### config.mk
export PLATFORM = sky130hd
export DESIGN_NAME = im2col_front
export DESIGN_NICKNAME = d
export VERILOG_FILES = /design/src/sv/im2col_pkg.sv /design/src/sv/im2col_front.sv
export SDC_FILE = /design/constraint.sdc
export NUM_CORES = 1
export LEC_CHECK = 0
export BUFFER_PORTS_ARGS = -buffer_cell sky130_fd_sc_hd__buf_4
export CORE_ASPECT_RATIO = 0.7
export CORE_MARGIN = 2
export CORE_UTILIZATION = 50
export DETAILED_ROUTE_END_ITERATION = 7
export HOLD_SLACK_MARGIN = 0.08
export PLACE_DENSITY = 0.81
export SLEW_MARGIN = 20
export SYNTH_ARGS = -nofsm -noshare
export SYNTH_HDL_FRONTEND = slang
export SYNTH_SLANG_ARGS = --single-unit
### constraint.sdc
create_clock -name clk -period 6.69 [get_ports clk]
set_input_delay 0 -clock clk [delete_from_list [all_inputs] [get_ports clk]]
set_output_delay 0 -clock clk [all_outputs]
set_load 0.05 [all_outputs]
### src/sv/im2col_pkg.sv
// shared types, constants and field widths for the im2col patch unroller
package im2col_pkg;

  // default geometry of the image store
  localparam int DATA_WIDTH_DEF  = 32;
  localparam int IMAGE_WORDS_DEF = 4096;

  // field widths
  localparam int DIM_W      = 7;
  localparam int KERN_W     = 4;
  localparam int PAD_W      = 3;
  localparam int STEP_W     = 3;
  localparam int CHAN_W     = 6;
  localparam int IDX_W      = 6;
  localparam int POS_W      = 7;
  localparam int SPAN_W     = 8;
  localparam int PLANE_W    = 13;
  localparam int BASE_W     = 18;
  localparam int SUM_W      = 19;
  localparam int ADDR_IN_W  = 12;
  localparam int PIXEL_W    = 32;
  localparam int VALUE_W    = 32;
  localparam int IN_TDATA_W = 48;
  localparam int OUT_USER_W = 3;

  // configuration port
  localparam int CFG_ADDR_W = 5;
  localparam int CFG_DATA_W = 32;

  // request queue between front and back
  localparam int QUEUE_DEPTH = 4;

  // largest image dimension
  localparam logic [DIM_W-1:0] DIM_LIMIT = 7'd64;

  // register reset values
  localparam logic [DIM_W-1:0]  RST_CHANNEL_COUNT = 7'd1;
  localparam logic [DIM_W-1:0]  RST_IMAGE_HEIGHT  = 7'd8;
  localparam logic [DIM_W-1:0]  RST_IMAGE_WIDTH   = 7'd8;
  localparam logic [KERN_W-1:0] RST_KERNEL_HEIGHT = 4'd3;
  localparam logic [KERN_W-1:0] RST_KERNEL_WIDTH  = 4'd3;
  localparam logic [PAD_W-1:0]  RST_PADDING       = 3'd0;
  localparam logic [STEP_W-1:0] RST_STEP_SIZE     = 3'd1;

  typedef enum logic [2:0] {
    REG_CHANNEL_COUNT = 3'd0,
    REG_IMAGE_HEIGHT  = 3'd1,
    REG_IMAGE_WIDTH   = 3'd2,
    REG_KERNEL_HEIGHT = 3'd3,
    REG_KERNEL_WIDTH  = 3'd4,
    REG_PADDING       = 3'd5,
    REG_STEP_SIZE     = 3'd6
  } reg_index_t;

  typedef enum logic {
    OP_LOAD = 1'b0,
    OP_EMIT = 1'b1
  } op_t;

  typedef enum logic [1:0] {
    STATUS_OK       = 2'd0,
    STATUS_BAD_ADDR = 2'd1,
    STATUS_EMPTY    = 2'd2
  } status_t;

  typedef enum logic [1:0] {
    CMD_NONE  = 2'd0,
    CMD_WRITE = 2'd1,
    CMD_READ  = 2'd2
  } cmd_kind_t;

  typedef struct packed {
    logic [DIM_W-1:0]  channel_count;
    logic [DIM_W-1:0]  image_height;
    logic [DIM_W-1:0]  image_width;
    logic [KERN_W-1:0] kernel_height;
    logic [KERN_W-1:0] kernel_width;
    logic [PAD_W-1:0]  padding;
    logic [STEP_W-1:0] step_size;
  } cfg_t;

  typedef struct packed {
    cmd_kind_t          kind;
    logic [SUM_W-1:0]   addr;
    logic [PIXEL_W-1:0] pixel;
    logic               pad;
    logic               last;
    status_t            status;
  } cmd_t;

endpackage

### src/sv/im2col_front.sv
// front end: accepts requests, walks the window counters, builds store commands
module im2col_front #(
  parameter int IMAGE_WORDS = im2col_pkg::IMAGE_WORDS_DEF
) (
  input  logic                               clk,
  input  logic                               rst,
  input  im2col_pkg::cfg_t                   cfg,
  input  logic                               restart,
  input  logic                               in_valid,
  output logic                               in_ready,
  input  logic [im2col_pkg::IN_TDATA_W-1:0]  in_data,
  input  logic                               in_op,
  input  logic                               queue_full,
  output logic                               push,
  output im2col_pkg::cmd_t                   cmd
);
  import im2col_pkg::*;

  function automatic logic [DIM_W-1:0] clamp_dim(input logic [DIM_W-1:0] v);
    return (v > DIM_LIMIT) ? DIM_LIMIT : v;
  endfunction

  // walk state: output positions are kept pre-multiplied by the stride
  logic [CHAN_W-1:0] channel;
  logic [KERN_W-1:0] krow, kcol;
  logic [POS_W-1:0]  pos_row, pos_col;
  logic [BASE_W-1:0] ch_base;

  op_t                op;
  logic [ADDR_IN_W-1:0] in_addr;
  logic [PIXEL_W-1:0] in_pixel;
  logic [DIM_W-1:0]   chans, h, w;
  logic [SPAN_W-1:0]  span_h, span_w, d_h, d_w;
  logic               empty;
  logic [SPAN_W-1:0]  row_raw, col_raw, row_idx, col_idx;
  logic               is_pad;
  logic [PLANE_W-1:0] plane, row_offs;
  logic [SUM_W-1:0]   addr_sum;
  logic               read_in_range, load_in_range;
  logic [SPAN_W-1:0]  row_step, col_step;
  logic [KERN_W:0]    kr_next, kc_next;
  logic [DIM_W-1:0]   ch_next;
  logic               col_wrap, row_wrap, kc_wrap, kr_wrap, ch_wrap;
  logic               advance;

  assign in_ready = !queue_full;
  assign push     = in_valid && in_ready;

  // request fields
  assign op       = op_t'(in_op);
  assign in_addr  = in_data[ADDR_IN_W-1:0];
  assign in_pixel = in_data[ADDR_IN_W +: PIXEL_W];

  // geometry
  always_comb begin
    chans  = clamp_dim(cfg.channel_count);
    h      = clamp_dim(cfg.image_height);
    w      = clamp_dim(cfg.image_width);
    span_h = SPAN_W'(h) + SPAN_W'({cfg.padding, 1'b0});
    span_w = SPAN_W'(w) + SPAN_W'({cfg.padding, 1'b0});
    d_h    = span_h - SPAN_W'(cfg.kernel_height);
    d_w    = span_w - SPAN_W'(cfg.kernel_width);
    empty  = (chans == '0) || (h == '0) || (w == '0) || (cfg.kernel_height == '0) ||
             (cfg.kernel_width == '0) || (cfg.step_size == '0) ||
             (span_h < SPAN_W'(cfg.kernel_height)) || (span_w < SPAN_W'(cfg.kernel_width));
    plane  = PLANE_W'(h) * PLANE_W'(w);
  end

  // pixel position and store address of the current element
  always_comb begin
    row_raw  = SPAN_W'(pos_row) + SPAN_W'(krow);
    col_raw  = SPAN_W'(pos_col) + SPAN_W'(kcol);
    row_idx  = row_raw - SPAN_W'(cfg.padding);
    col_idx  = col_raw - SPAN_W'(cfg.padding);
    is_pad   = (row_raw < SPAN_W'(cfg.padding)) || (col_raw < SPAN_W'(cfg.padding)) ||
               (row_idx >= SPAN_W'(h)) || (col_idx >= SPAN_W'(w));
    row_offs = PLANE_W'(row_idx[IDX_W-1:0]) * PLANE_W'(w);
    addr_sum = SUM_W'(ch_base) + SUM_W'(row_offs) + SUM_W'(col_idx[IDX_W-1:0]);
    read_in_range = addr_sum < SUM_W'(IMAGE_WORDS);
    load_in_range = SUM_W'(in_addr) < SUM_W'(IMAGE_WORDS);
  end

  // wrap conditions of the nested counters
  always_comb begin
    col_step = SPAN_W'(pos_col) + SPAN_W'(cfg.step_size);
    row_step = SPAN_W'(pos_row) + SPAN_W'(cfg.step_size);
    kc_next  = (KERN_W + 1)'(kcol) + (KERN_W + 1)'(1);
    kr_next  = (KERN_W + 1)'(krow) + (KERN_W + 1)'(1);
    ch_next  = DIM_W'(channel) + DIM_W'(1);
    col_wrap = col_step > d_w;
    row_wrap = row_step > d_h;
    kc_wrap  = kc_next >= (KERN_W + 1)'(cfg.kernel_width);
    kr_wrap  = kr_next >= (KERN_W + 1)'(cfg.kernel_height);
    ch_wrap  = ch_next >= chans;
    advance  = push && (op == OP_EMIT) && !empty;
  end

  // command for the back end
  always_comb begin
    cmd.kind   = CMD_NONE;
    cmd.addr   = SUM_W'(in_addr);
    cmd.pixel  = in_pixel;
    cmd.pad    = 1'b0;
    cmd.last   = 1'b0;
    cmd.status = STATUS_OK;
    priority if (op == OP_LOAD) begin
      if (load_in_range) cmd.kind = CMD_WRITE;
      else cmd.status = STATUS_BAD_ADDR;
    end else if (empty) begin
      cmd.status = STATUS_EMPTY;
    end else begin
      cmd.addr = addr_sum;
      cmd.pad  = is_pad;
      cmd.last = col_wrap && row_wrap && kc_wrap && kr_wrap && ch_wrap;
      if (!is_pad && read_in_range) cmd.kind = CMD_READ;
    end
  end

  // walk counters: output column innermost, channel outermost
  always_ff @(posedge clk) begin
    if (rst || restart) begin
      channel <= '0;
      krow    <= '0;
      kcol    <= '0;
      pos_row <= '0;
      pos_col <= '0;
      ch_base <= '0;
    end else if (advance) begin
      if (!col_wrap) begin
        pos_col <= col_step[POS_W-1:0];
      end else begin
        pos_col <= '0;
        if (!row_wrap) begin
          pos_row <= row_step[POS_W-1:0];
        end else begin
          pos_row <= '0;
          if (!kc_wrap) begin
            kcol <= kc_next[KERN_W-1:0];
          end else begin
            kcol <= '0;
            if (!kr_wrap) begin
              krow <= kr_next[KERN_W-1:0];
            end else begin
              krow <= '0;
              if (!ch_wrap) begin
                channel <= ch_next[CHAN_W-1:0];
                ch_base <= ch_base + BASE_W'(plane);
              end else begin
                channel <= '0;
                ch_base <= '0;
              end
            end
          end
        end
      end
    end
  end

`ifndef SYNTHESIS
  a_last_restarts_walk: assert property (@(posedge clk) disable iff (rst)
    push && cmd.last |=> (channel == '0) && (krow == '0) && (kcol == '0) &&
                         (pos_row == '0) && (pos_col == '0) && (ch_base == '0))
    else $error("walk did not restart after the last element");
  a_read_is_inside: assert property (@(posedge clk) disable iff (rst)
    push && (cmd.kind == CMD_READ) |-> !cmd.pad && (cmd.status == STATUS_OK) &&
                                      (op == OP_EMIT))
    else $error("store read issued for a padding or non-emit request");
  a_walk_holds_when_empty: assert property (@(posedge clk) disable iff (rst || restart)
    push && (cmd.status == STATUS_EMPTY) |=> $stable(pos_col) && $stable(channel))
    else $error("walk moved on an empty geometry");
`endif

endmodule

==> impl_metrics.xml, run 1 <==
<?xml version="1.0" encoding="UTF-8"?>
<metrics>
  <group name="timing">
    <metric name="unrepaired_setup_endpoints_after_global_routing" unit="">yes</metric>
    <metric name="fin_crit" unit="ps">6920</metric>
    <metric name="fin_hold_ws" unit="ps">116</metric>
    <metric name="post-route-worst-setup-slack" unit="ps">-228</metric>
    <metric name="finalSetupViolations" unit="">5</metric>
    <metric name="clock.fmax" unit="GHz">0.145</metric>
    <metric name="finalHoldViolCount" unit="">0</metric>
    <metric name="slew-limit-headroom" unit="%">38.0</metric>
    <metric name="setup_tns_final" unit="ps">-404</metric>
    <metric name="report.final.slew_viol_count" unit="">0</metric>
    <metric name="fin_skew" unit="ps">13.3</metric>
    <metric name="post-route-period-util" unit="%">103</metric>
    <metric name="worst-slew-pin-transition" unit="ps">926</metric>
  </group>
  <group name="yosys">
    <metric name="post_synth_main_area_contributors" unit="">sky130_fd_sc_hd__ha_1 (20%), sky130_fd_sc_hd__fa_1 (14%), sky130_fd_sc_hd__dfxtp_1 (9.3%)</metric>
    <metric name="synth.yosys.seq_area_share" unit="%">9.25</metric>
    <metric name="synth_xor_area_share" unit="%">7.38</metric>
    <metric name="synth_ff_type" unit="">sky130_fd_sc_hd__dfxtp_1</metric>
    <metric name="post_synth_fa_ha_maj_area_fraction" unit="%">34.3</metric>
    <metric name="top_cells_by_instance_count_after_synthesis" unit="">sky130_fd_sc_hd__ha_1 (161), sky130_fd_sc_hd__inv_1 (157), sky130_fd_sc_hd__nor2_1 (109)</metric>
    <metric name="mappedNetlistNets" unit="">1569</metric>
    <metric name="syn-cell-area" unit="sq um">9950</metric>
    <metric name="synth-warning-count" unit="">0</metric>
    <metric name="netlist.area_leader.share" unit="%">20.2</metric>
    <metric name="synth_enable_flop_cells" unit="">0</metric>
    <metric name="synthSimpleGateAreaFrac" unit="%">19.2</metric>
    <metric name="synthMostInstantiatedCell" unit="">sky130_fd_sc_hd__ha_1</metric>
    <metric name="synth_compound_area_share" unit="%">16.4</metric>
    <metric name="syn_area_per_cell" unit="sq um">7.97</metric>
    <metric name="ffs_latches_synth" unit="">46</metric>
    <metric name="largest_area_contributor_in_the_synthesized_netlist" unit="">sky130_fd_sc_hd__ha_1</metric>
    <metric name="asyncSetResetFlopFracSynth" unit="%">0</metric>
    <metric name="synthesis.instances" unit="">1249</metric>
    <metric name="main_combinational_cell_family_by_area_after_synthesis" unit="">adder cells</metric>
    <metric name="synthDistinctLibCells" unit="">87</metric>
    <metric name="synthMuxAreaShare" unit="%">2.69</metric>
  </group>
  <group name="floorplan">
    <metric name="die_y" unit="um">122</metric>
    <metric name="num_rows" unit="">43</metric>
    <metric name="core-area" unit="sq um">19600</metric>
    <metric name="design.die.area" unit="sq um">21100</metric>
    <metric name="design.portCount" unit="">148</metric>
    <metric name="initial_core_util" unit="%">50.7</metric>
    <metric name="die_w" unit="um">173</metric>
  </group>
  <group name="layout">
    <metric name="finish.net_count" unit="">1678</metric>
    <metric name="ff_latch_area" unit="sq um">923</metric>
    <metric name="nFillCells" unit="">1707</metric>
    <metric name="syn2layout_area_growth" unit="%">17.7</metric>
    <metric name="multi_input_area" unit="sq um">8240</metric>
    <metric name="layout-drive-gt1-share" unit="%">18.0</metric>
    <metric name="diodes" unit="">0</metric>
  </group>
  <group name="power_and_ir_drop">
    <metric name="max-vdd-ir-drop" unit="V">0.000115</metric>
    <metric name="power.share.combinational" unit="%">70.3</metric>
    <metric name="cell_internal_pwr" unit="uW">955</metric>
    <metric name="seqPwrFrac" unit="%">15.2</metric>
    <metric name="leakagePower" unit="uW">0.00566</metric>
    <metric name="switching_share" unit="%">47.0</metric>
    <metric name="cellPowerDensity" unit="nW/um^2">154</metric>
    <metric name="clkPwrFrac" unit="%">14.4</metric>
    <metric name="switchingPower" unit="uW">846</metric>
  </group>
  <group name="clocking">
    <metric name="cts_max_level" unit="">2</metric>
    <metric name="clock_input_transition_at_the_sequential_cells_of_the_worst_setup_and_hold_paths" unit="ps">80</metric>
    <metric name="tritoncts" unit="">built</metric>
    <metric name="maximum_root_to_sink_buffer_count" unit="">2</metric>
    <metric name="numCtsBuffers" unit="">5</metric>
    <metric name="cts.sink_count" unit="">46</metric>
    <metric name="clock_insertion_delay_worst_skew" unit="ps">300</metric>
    <metric name="clock_tree.root_cell" unit="">sky130_fd_sc_hd__clkbuf_16</metric>
  </group>
  <group name="route">
    <metric name="vias_per_cell" unit="">5.76</metric>
    <metric name="wl" unit="um">28700</metric>
    <metric name="route.detailed.wl_per_inst" unit="um">17.6</metric>
    <metric name="detail-route-antenna-nets" unit="">0</metric>
    <metric name="drt_iter0_drcs" unit="">770</metric>
    <metric name="detail_route.first_pass.iterations" unit="">5</metric>
    <metric name="detail_route.drc_violations" unit="">0</metric>
    <metric name="detailroute.via_count" unit="">9390</metric>
  </group>
  <group name="setup_path">
    <metric name="critPathArrivalTime" unit="ps">6920</metric>
    <metric name="timing.critical_path.to_type" unit="">output pin</metric>
    <metric name="critPathMaxFanout" unit="">4</metric>
    <metric name="critPathRequiredTime" unit="ps">6690</metric>
    <metric name="setup.worst_path.class" unit="">flop to output pin</metric>
    <metric name="setup.worst_path.start_class" unit="">flop</metric>
  </group>
  <group name="global_routing">
    <metric name="number_of_antenna_violations_at_the_first_check_in_global_routing" unit="">1</metric>
    <metric name="grt_pass1_wl" unit="um">45800</metric>
    <metric name="globalRouteTotalUtil" unit="%">27.0</metric>
    <metric name="globalRouteOverflowTotal" unit="">0</metric>
    <metric name="pin_count_of_the_biggest_net_entering_global_routing" unit="">43</metric>
    <metric name="number_of_global_route_vias_before_repair" unit="">8899</metric>
  </group>
  <group name="outcome">
    <metric name="failing_checks" unit="">negative setup slack</metric>
    <metric name="status" unit="">finished with violations</metric>
  </group>
  <group name="flow_run">
    <metric name="drv_cap" unit="">0</metric>
  </group>
  <group name="hold_path">
    <metric name="worstHoldPathType" unit="">input pin to flop</metric>
  </group>
  <group name="placement">
    <metric name="gpl.final_weighted_congestion" unit="">0.951</metric>
    <metric name="place.port_buffers" unit="">78</metric>
    <metric name="dp_hpwl" unit="um">22300</metric>
  </group>
</metrics>
==> cells by family (layout without fill, tap and decap cells) <==
group,count (synthesis),in the layout
AND/OR/NAND/NOR,381,381
AO/OA/AOI/OAI,249,249
buffers and inverters,236,346
adder cells (fa/ha/maj),231,231
XOR/XNOR,83,83
flip-flops,46,46
multiplexers,22,22
other,1,1
==> power by group through the flow <==
stage                     registers (uW)  clock network (uW)  logic (uW)
after floorplan                      281                   0         814
after global placement               281                   0        1040
after detailed placement             281                   0        1070
after CTS                            274                 261        1210
after global routing                 274                 272        1370
final                                274                 260        1270
==> layer usage <==
metal / routed length [um] / share of wire [%] / global-route usage, %
met1: 12900 / 45 / 38.1
met2: 12600 / 44 / 42.6
met3: 2550 / 8.9 / 5.15
met4: 605 / 2.1 / 6.41
met5: 13 / 0.045 / 0
==> through the flow <==
stage	util, %	total power (uW)	setup WS [ps]	cells	instance area (sq um)
3_5_place_dp	55.2	1350	-227	1573	10800
3_3_place_gp	55.2	1320	-82.0	1573	10800
5_1_grt	59.6	1920	-447	1629	11700
2_1_floorplan	-	1090	-125	1249	9980
4_1_cts	58.9	1750	-156	1620	11600
6_report	59.6	1800	-228	1629	11700
==> repair_timing <==
item | in CTS | in global routing
hold endpoints to repair | 32 | 0
buffers inserted | 10 | 9
pin swaps | 47 | 21
resized for setup | 53 | 18
hold buffers | 32 | 0
setup endpoints to repair | 11 | 11
==> path summary, 6_finish.rpt <==
check | start | to | slack, ps | cells after the start
setup reg to reg | pos_col[1] | ch_base[13] | 2460 | 13
hold / removal | rst | pos_row[5] | 120 | 3
hold reg to reg | pos_col[0] | pos_col[0] | 500 | 2
setup / recovery | krow[0] | cmd[56] | -230 | 25
==> final cells by class <==
type	count	share of cell area (%)
repair buffers	177	12.4
flip-flops and latches	46	7.89
clock buffers	5	1.07
inverters	161	5.18
clock inverters	3	0.160
multi-input cells	967	70.4
well taps	270	2.89
==> sequential cells by signal, indices dropped and copies added (netlist names) <==
signal   flops
ch_base     18
channel      6
krow         4
pos_row      7
pos_col      7
kcol         4
==> layout by cell type, fill, tap and decap left out, types with 9 or more instances in the layout <==
cell,count
sky130_fd_sc_hd__o21ai_0,32
sky130_fd_sc_hd__nand2b_1,20
sky130_fd_sc_hd__buf_6,10
sky130_fd_sc_hd__inv_1,150
sky130_fd_sc_hd__buf_4,134
sky130_fd_sc_hd__nand3_1,19
sky130_fd_sc_hd__nand4_1,26
sky130_fd_sc_hd__or3_1,11
sky130_fd_sc_hd__nand2_1,98
sky130_fd_sc_hd__a211oi_1,11
sky130_fd_sc_hd__inv_2,9
sky130_fd_sc_hd__xor2_1,29
sky130_fd_sc_hd__fa_1,67
sky130_fd_sc_hd__a21o_1,26
sky130_fd_sc_hd__xnor2_1,51
sky130_fd_sc_hd__ha_1,154
sky130_fd_sc_hd__o21ai_1,23
sky130_fd_sc_hd__dfxtp_1,44
sky130_fd_sc_hd__a21oi_1,70
sky130_fd_sc_hd__nor2b_1,22
sky130_fd_sc_hd__nor2_1,103
sky130_fd_sc_hd__nor3_1,16
sky130_fd_sc_hd__dlygate4sd3_1,32
sky130_fd_sc_hd__or4_1,10
==> worst max-delay path, cell delays in order (launching register included) <==
cell                        delay, ps
sky130_fd_sc_hd__dfxtp_2          340
sky130_fd_sc_hd__ha_4             160
sky130_fd_sc_hd__fa_1             460
sky130_fd_sc_hd__ha_1             300
sky130_fd_sc_hd__nor2b_4          130
sky130_fd_sc_hd__o21ai_2          100
sky130_fd_sc_hd__nand2b_1         100
sky130_fd_sc_hd__or3_4            360
sky130_fd_sc_hd__xor2_2           160
sky130_fd_sc_hd__xnor2_2          140
sky130_fd_sc_hd__buf_6            150
sky130_fd_sc_hd__nor2_4            40
sky130_fd_sc_hd__fa_1             520
sky130_fd_sc_hd__inv_2             40
sky130_fd_sc_hd__fa_1             550
sky130_fd_sc_hd__fa_1             440
sky130_fd_sc_hd__fa_1             540
sky130_fd_sc_hd__inv_2             50
sky130_fd_sc_hd__ha_4             220
sky130_fd_sc_hd__and3_4           140
sky130_fd_sc_hd__a221o_1          380
sky130_fd_sc_hd__o211ai_1         310
sky130_fd_sc_hd__o2111ai_2        200
sky130_fd_sc_hd__o31a_1           300
sky130_fd_sc_hd__nor4_4           280
sky130_fd_sc_hd__buf_6            200
Power figures use the tool's default switching activity.
==> run 2: changes to the inputs <==
--- a/config.mk
+++ b/config.mk
@@ -12,6 +12,7 @@
 export DETAILED_ROUTE_END_ITERATION = 7
 export HOLD_SLACK_MARGIN = 0.08
 export PLACE_DENSITY = 0.81
+export RECOVER_POWER = 100
 export SLEW_MARGIN = 20
 export SYNTH_ARGS = -nofsm -noshare
 export SYNTH_HDL_FRONTEND = slang
==> impl_metrics.xml, run 2 (synthesis results as in run 1) <==
<?xml version="1.0" encoding="UTF-8"?>
<metrics>
  <group name="timing">
    <metric name="report.final.slew_viol_count" unit="">0</metric>
    <metric name="finalSetupViolations" unit="">5</metric>
    <metric name="slew-limit-headroom" unit="%">11.7</metric>
    <metric name="fin_skew" unit="ps">11.7</metric>
    <metric name="finalHoldViolCount" unit="">0</metric>
    <metric name="post-route-worst-setup-slack" unit="ps">-231</metric>
    <metric name="post-route-period-util" unit="%">103</metric>
    <metric name="worst-slew-pin-transition" unit="ps">1320</metric>
    <metric name="clock.fmax" unit="GHz">0.144</metric>
    <metric name="unrepaired_setup_endpoints_after_global_routing" unit="">yes</metric>
    <metric name="fin_crit" unit="ps">6920</metric>
  </group>
  <group name="floorplan">
    <metric name="design.portCount" unit="">148</metric>
    <metric name="design.die.area" unit="sq um">21100</metric>
    <metric name="die_w" unit="um">173</metric>
    <metric name="die_y" unit="um">122</metric>
    <metric name="initial_core_util" unit="%">50.7</metric>
    <metric name="num_rows" unit="">43</metric>
    <metric name="core-area" unit="sq um">19600</metric>
  </group>
  <group name="power_and_ir_drop">
    <metric name="cellPowerDensity" unit="nW/um^2">154</metric>
    <metric name="max-vdd-ir-drop" unit="V">0.000115</metric>
    <metric name="power.share.combinational" unit="%">70.0</metric>
    <metric name="seqPwrFrac" unit="%">15.3</metric>
    <metric name="clkPwrFrac" unit="%">14.7</metric>
    <metric name="leakagePower" unit="uW">0.00559</metric>
    <metric name="cell_internal_pwr" unit="uW">944</metric>
    <metric name="switchingPower" unit="uW">844</metric>
    <metric name="switching_share" unit="%">47.2</metric>
  </group>
  <group name="route">
    <metric name="wl" unit="um">28700</metric>
    <metric name="route.detailed.wl_per_inst" unit="um">17.6</metric>
    <metric name="detailroute.via_count" unit="">9423</metric>
    <metric name="detail_route.first_pass.iterations" unit="">5</metric>
    <metric name="detail_route.drc_violations" unit="">0</metric>
    <metric name="vias_per_cell" unit="">5.78</metric>
    <metric name="detail-route-antenna-nets" unit="">0</metric>
    <metric name="drt_iter0_drcs" unit="">775</metric>
  </group>
  <group name="setup_path">
    <metric name="timing.critical_path.from" unit="">krow[0]</metric>
    <metric name="r2r-end" unit="">ch_base[13]</metric>
    <metric name="critPathSlowestCell" unit="">sky130_fd_sc_hd__fa_1</metric>
    <metric name="setup.worst_path.class" unit="">flop to output pin</metric>
    <metric name="worstRegToRegCells" unit="">13</metric>
    <metric name="critical_path_s_most_frequent_cell" unit="">sky130_fd_sc_hd__fa_1</metric>
    <metric name="timing.critical_path.to_type" unit="">output pin</metric>
    <metric name="critPathRequiredTime" unit="ps">6690</metric>
    <metric name="critPathMaxFanout" unit="">4</metric>
    <metric name="critPathMaxStageDelay" unit="ps">550</metric>
    <metric name="worstReg2RegStart" unit="">pos_col[1]</metric>
    <metric name="critPathArrivalTime" unit="ps">6920</metric>
    <metric name="ff2ff_setup_slack" unit="ps">2220</metric>
    <metric name="crit_end" unit="">cmd[56]</metric>
    <metric name="setup.worst_path.start_class" unit="">flop</metric>
  </group>
  <group name="clocking">
    <metric name="maximum_root_to_sink_buffer_count" unit="">2</metric>
    <metric name="cts_max_level" unit="">2</metric>
    <metric name="clock_tree.root_cell" unit="">sky130_fd_sc_hd__clkbuf_16</metric>
    <metric name="cts.sink_count" unit="">46</metric>
    <metric name="clock_insertion_delay_worst_skew" unit="ps">300</metric>
    <metric name="numCtsBuffers" unit="">5</metric>
    <metric name="clock_input_transition_at_the_sequential_cells_of_the_worst_setup_and_hold_paths" unit="ps">80</metric>
    <metric name="tritoncts" unit="">built</metric>
  </group>
  <group name="layout">
    <metric name="largestRegisters" unit="">ch_base (18), pos_col (7), pos_row (7)</metric>
    <metric name="nFillCells" unit="">1729</metric>
    <metric name="fin_area" unit="sq um">11600</metric>
    <metric name="ff_latch_area" unit="sq um">923</metric>
    <metric name="diodes" unit="">0</metric>
    <metric name="mostFrequentLayoutCell" unit="">sky130_fd_sc_hd__ha_1</metric>
    <metric name="layout-drive-gt1-share" unit="%">16.5</metric>
    <metric name="syn2layout_area_growth" unit="%">16.7</metric>
    <metric name="finalNonFillerCells" unit="">1629</metric>
    <metric name="multi_input_area" unit="sq um">8210</metric>
    <metric name="finish.net_count" unit="">1678</metric>
    <metric name="commonest_cells_after_routing_fill_and_taps_aside" unit="">sky130_fd_sc_hd__ha_1 (154), sky130_fd_sc_hd__inv_1 (150), sky130_fd_sc_hd__buf_4 (119)</metric>
    <metric name="number_of_flip_flops_under_the_largest_register_name" unit="">18</metric>
    <metric name="largest_register" unit="">ch_base</metric>
  </group>
  <group name="global_routing">
    <metric name="grt_pass1_wl" unit="um">45800</metric>
    <metric name="number_of_global_route_vias_before_repair" unit="">8899</metric>
    <metric name="globalRouteOverflowTotal" unit="">0</metric>
    <metric name="pin_count_of_the_biggest_net_entering_global_routing" unit="">43</metric>
    <metric name="number_of_antenna_violations_at_the_first_check_in_global_routing" unit="">1</metric>
    <metric name="globalRouteTotalUtil" unit="%">27.0</metric>
  </group>
  <group name="placement">
    <metric name="place.port_buffers" unit="">78</metric>
    <metric name="placed_cells_incl_taps" unit="">1573</metric>
    <metric name="gpl.final_weighted_congestion" unit="">0.951</metric>
    <metric name="place_worst_setup_slack" unit="ps">-227</metric>
    <metric name="placedInstanceArea" unit="sq um">10800</metric>
    <metric name="dp_hpwl" unit="um">22300</metric>
  </group>
  <group name="hold_path">
    <metric name="worstHoldPathType" unit="">input pin to flop</metric>
    <metric name="hp-start" unit="">rst</metric>
  </group>
  <group name="outcome">
    <metric name="failing_checks" unit="">negative setup slack</metric>
    <metric name="status" unit="">finished with violations</metric>
  </group>
  <group name="flow_run">
    <metric name="drv_cap" unit="">0</metric>
  </group>
</metrics>
run 2: what timing repair did:
action	CTS	global route
endpoints found under the hold margin	32	0
buffers inserted	10	9
hold buffers	32	0
endpoints found under the setup margin	11	11
cloned	0	0
pin swaps	47	21
resized for setup	53	18
run 2: how the worst min path moves through the flow:
stage | slack, ps | endpoint | depth (start not counted)
after floorplan | 170 | cmd[10] | 1
after global placement | 0.3 | cmd[10] | 0
after detailed placement | 0.3 | cmd[10] | 0
after CTS | 260 | pos_row[5] | 3
after global routing | 140 | pos_row[5] | 3
final | 120 | pos_row[5] | 3
run 2: area by class of cell:
class                      count  share of cell area, %
sequential                    46                   7.95
inverter                     161                   5.22
clock buffer                   5                   1.08
tap                          270                   2.91
clock inverter                 3                  0.162
multi-input combinational    967                   70.6
timing repair buffer         177                   12.0
run 2: worst max-delay path, delay by kind of cell, from the launching register on:
kind                       cells  cell delay (ps)
xor gates and xnor gates       2              300
DFF                            1              340
and+or+nand+nor                6             1050
adders and majority gates      8             3190
buffers and inverters          4              440
AOI/OAI and AO/OA              5             1300
run 2: stage by stage:
stage / TNS, ps / power (uW) / hold WS [ps] / util, %
4_1_cts: -239 / 1750 / 258 / 58.9
3_5_place_dp: -371 / 1350 / 0.341 / 55.2
3_3_place_gp: -82.0 / 1320 / 0.341 / 55.2
6_report: -425 / 1790 / 119 / 59.1
2_1_floorplan: -125 / 1090 / 167 / -
5_1_grt: -1850 / 1900 / 144 / 59.1
run 2: power by group through the flow:
stage	Sequential, uW	Combinational, uW	Clock, uW
4_1_cts	274	1210	261
3_5_place_dp	281	1070	0
5_1_grt	274	1360	272
6_report	274	1250	262
3_3_place_gp	281	1040	0
2_1_floorplan	281	814	0
run 2: layer usage:
layer | wire, um | global-route usage [%]
met5 | 13 | 0
met4 | 540 | 6.41
met3 | 2570 | 5.15
met2 | 12700 | 42.6
met1 | 12900 | 38.1
==> run 3: changes to the inputs <==
--- a/config.mk
+++ b/config.mk
@@ -5,7 +5,7 @@
 export SDC_FILE = /design/constraint.sdc
 export NUM_CORES = 1
 export LEC_CHECK = 0
-export BUFFER_PORTS_ARGS = -buffer_cell sky130_fd_sc_hd__buf_4
+export BUFFER_PORTS_ARGS = -buffer_cell sky130_fd_sc_hd__buf_2
 export CORE_ASPECT_RATIO = 0.7
 export CORE_MARGIN = 2
 export CORE_UTILIZATION = 50
==> impl_metrics.xml, run 3 (synthesis results as in run 1) <==
<?xml version="1.0" encoding="UTF-8"?>
<metrics>
  <group name="setup_path">
    <metric name="critPathArrivalTime" unit="ps">6860</metric>
    <metric name="critPathMaxFanout" unit="">5</metric>
    <metric name="setup.worst_path.start_class" unit="">flop</metric>
    <metric name="critPathRequiredTime" unit="ps">6690</metric>
    <metric name="timing.critical_path.to_type" unit="">output pin</metric>
    <metric name="setup.worst_path.class" unit="">flop to output pin</metric>
  </group>
  <group name="global_routing">
    <metric name="number_of_global_route_vias_before_repair" unit="">9078</metric>
    <metric name="number_of_antenna_violations_at_the_first_check_in_global_routing" unit="">0</metric>
    <metric name="grt_pass1_wl" unit="um">45200</metric>
    <metric name="pin_count_of_the_biggest_net_entering_global_routing" unit="">43</metric>
    <metric name="globalRouteOverflowTotal" unit="">0</metric>
    <metric name="globalRouteTotalUtil" unit="%">26.6</metric>
  </group>
  <group name="floorplan">
    <metric name="initial_core_util" unit="%">50.7</metric>
    <metric name="die_w" unit="um">173</metric>
    <metric name="die_y" unit="um">122</metric>
    <metric name="num_rows" unit="">43</metric>
    <metric name="design.die.area" unit="sq um">21100</metric>
    <metric name="core-area" unit="sq um">19600</metric>
    <metric name="design.portCount" unit="">148</metric>
  </group>
  <group name="timing">
    <metric name="post-route-worst-setup-slack" unit="ps">-166</metric>
    <metric name="finalSetupViolations" unit="">4</metric>
    <metric name="clock.fmax" unit="GHz">0.146</metric>
    <metric name="report.final.slew_viol_count" unit="">0</metric>
    <metric name="fin_hold_ws" unit="ps">128</metric>
    <metric name="post-route-period-util" unit="%">102</metric>
    <metric name="slew-limit-headroom" unit="%">19.9</metric>
    <metric name="setup_tns_final" unit="ps">-199</metric>
    <metric name="fin_skew" unit="ps">12.2</metric>
    <metric name="unrepaired_setup_endpoints_after_global_routing" unit="">yes</metric>
    <metric name="finalHoldViolCount" unit="">0</metric>
    <metric name="fin_crit" unit="ps">6860</metric>
    <metric name="worst-slew-pin-transition" unit="ps">1200</metric>
  </group>
  <group name="placement">
    <metric name="placedInstanceArea" unit="sq um">10700</metric>
    <metric name="place.port_buffers" unit="">78</metric>
    <metric name="gpl.final_weighted_congestion" unit="">0.964</metric>
    <metric name="dp_hpwl" unit="um">22000</metric>
  </group>
  <group name="route">
    <metric name="drt_iter0_drcs" unit="">708</metric>
    <metric name="wl" unit="um">27800</metric>
    <metric name="route.detailed.wl_per_inst" unit="um">17.0</metric>
    <metric name="detail-route-antenna-nets" unit="">0</metric>
    <metric name="detailroute.via_count" unit="">9347</metric>
    <metric name="detail_route.drc_violations" unit="">0</metric>
    <metric name="detail_route.first_pass.iterations" unit="">6</metric>
    <metric name="vias_per_cell" unit="">5.72</metric>
  </group>
  <group name="clocking">
    <metric name="clock_insertion_delay_worst_skew" unit="ps">300</metric>
    <metric name="maximum_root_to_sink_buffer_count" unit="">2</metric>
    <metric name="clock_input_transition_at_the_sequential_cells_of_the_worst_setup_and_hold_paths" unit="ps">80</metric>
    <metric name="cts.sink_count" unit="">46</metric>
    <metric name="numCtsBuffers" unit="">5</metric>
    <metric name="cts_max_level" unit="">2</metric>
    <metric name="tritoncts" unit="">built</metric>
    <metric name="clock_tree.root_cell" unit="">sky130_fd_sc_hd__clkbuf_16</metric>
  </group>
  <group name="outcome">
    <metric name="failing_checks" unit="">negative setup slack</metric>
    <metric name="status" unit="">finished with violations</metric>
  </group>
  <group name="layout">
    <metric name="commonest_cells_after_routing_fill_and_taps_aside" unit="">sky130_fd_sc_hd__ha_1 (154), sky130_fd_sc_hd__inv_1 (151), sky130_fd_sc_hd__nor2_1 (103)</metric>
    <metric name="finish.net_count" unit="">1684</metric>
    <metric name="largest_register" unit="">ch_base</metric>
    <metric name="mostFrequentLayoutCell" unit="">sky130_fd_sc_hd__ha_1</metric>
    <metric name="fin_area" unit="sq um">11500</metric>
    <metric name="syn2layout_area_growth" unit="%">15.7</metric>
    <metric name="fin_util" unit="%">58.6</metric>
    <metric name="number_of_flip_flops_under_the_largest_register_name" unit="">18</metric>
    <metric name="diodes" unit="">0</metric>
    <metric name="layout-drive-gt1-share" unit="%">16.8</metric>
    <metric name="largestRegisters" unit="">ch_base (18), pos_col (7), pos_row (7)</metric>
    <metric name="nFillCells" unit="">1741</metric>
  </group>
  <group name="flow_run">
    <metric name="drv_cap" unit="">0</metric>
  </group>
  <group name="power_and_ir_drop">
    <metric name="leakagePower" unit="uW">0.00558</metric>
    <metric name="max-vdd-ir-drop" unit="V">0.000110</metric>
    <metric name="cellPowerDensity" unit="nW/um^2">156</metric>
  </group>
  <group name="hold_path">
    <metric name="worstHoldPathType" unit="">input pin to flop</metric>
  </group>
</metrics>
run 3: cell types whose count changed in the layout (fill, tap and decap cells not counted), moves of 2 or more:
cell | before | now
sky130_fd_sc_hd__buf_2 | 0 | 55
sky130_fd_sc_hd__buf_4 | 119 | 73
sky130_fd_sc_hd__inv_2 | 9 | 7
sky130_fd_sc_hd__nor2_2 | 4 | 6
sky130_fd_sc_hd__buf_6 | 10 | 8
sky130_fd_sc_hd__clkbuf_1 | 15 | 13
sky130_fd_sc_hd__clkinv_2 | 2 | 0
sky130_fd_sc_hd__nor2_4 | 2 | 0
sky130_fd_sc_hd__clkbuf_2 | 0 | 2
run 3: layout make-up:
cell class | count | area, sq um | area share [%]
Inverter | 161 | 609 | 5.29
Multi-Input combinational cell | 967 | 8180 | 71.0
Tap cell | 270 | 338 | 2.93
Clock inverter | 3 | 48.8 | 0.424
Timing Repair Buffer | 183 | 1290 | 11.2
Clock buffer | 5 | 125 | 1.09
Sequential cell | 46 | 923 | 8.02
run 3: worst max-delay path, cell delays in order (launching register included):
cell	delay, ps
sky130_fd_sc_hd__dfxtp_2	340
sky130_fd_sc_hd__ha_4	160
sky130_fd_sc_hd__fa_1	470
sky130_fd_sc_hd__ha_1	300
sky130_fd_sc_hd__nor2b_4	130
sky130_fd_sc_hd__o21ai_2	100
sky130_fd_sc_hd__nand2b_1	90
sky130_fd_sc_hd__or3_4	350
sky130_fd_sc_hd__xor2_2	170
sky130_fd_sc_hd__xnor2_2	140
sky130_fd_sc_hd__buf_6	140
sky130_fd_sc_hd__inv_4	50
sky130_fd_sc_hd__nand2_2	50
sky130_fd_sc_hd__fa_1	470
sky130_fd_sc_hd__fa_1	590
sky130_fd_sc_hd__fa_2	440
sky130_fd_sc_hd__fa_1	530
sky130_fd_sc_hd__inv_2	50
sky130_fd_sc_hd__ha_4	240
sky130_fd_sc_hd__and3_4	140
sky130_fd_sc_hd__a221o_1	390
sky130_fd_sc_hd__o211ai_1	270
sky130_fd_sc_hd__o2111ai_2	180
sky130_fd_sc_hd__o31a_1	300
sky130_fd_sc_hd__nor4_4	300
sky130_fd_sc_hd__buf_6	200
run 3: worst paths after layout:
check	from	endpoint	slack [ps]	cells after the start
max reg2reg	pos_col[1]	ch_base[13]	2170	13
min	restart	pos_row[5]	130	3
min reg2reg	pos_col[2]	pos_col[2]	490	2
max	krow[0]	cmd[56]	-170	25
run 3: timing repair:
item,CTS,global route
endpoints found under the hold margin,32,0
endpoints found under the setup margin,11,11
hold buffers,32,0
resized for setup,46,30
setup buffers,10,5
pin swaps,44,20
run 3: layer usage:
layer	vias up	routed length (um)	track usage (%)
li1	4471	-	-
met1	4478	12500	36.7
met2	350	11900	41.0
met3	48	2810	7.87
met4	0	563	6.52
met5	-	0	0
run 3: per-stage QoR:
stage / instances / setup slack, ps / total power [uW]
detailed placement: 1581 / -246 / 1330
global placement: 1581 / -139 / 1310
CTS: 1631 / -85.3 / 1770
global route: 1635 / -384 / 1930
finish: 1635 / -166 / 1800
floorplan: 1249 / -125 / 1090
run 3: where the power goes:
part           leakage (uW)  internal, uW  switching, uW  total, uW
logic               0.00513           511            704       1220
clock network     0.0000819           179            127        307
registers          0.000371           274          0.406        274
total               0.00558           965            832       1800
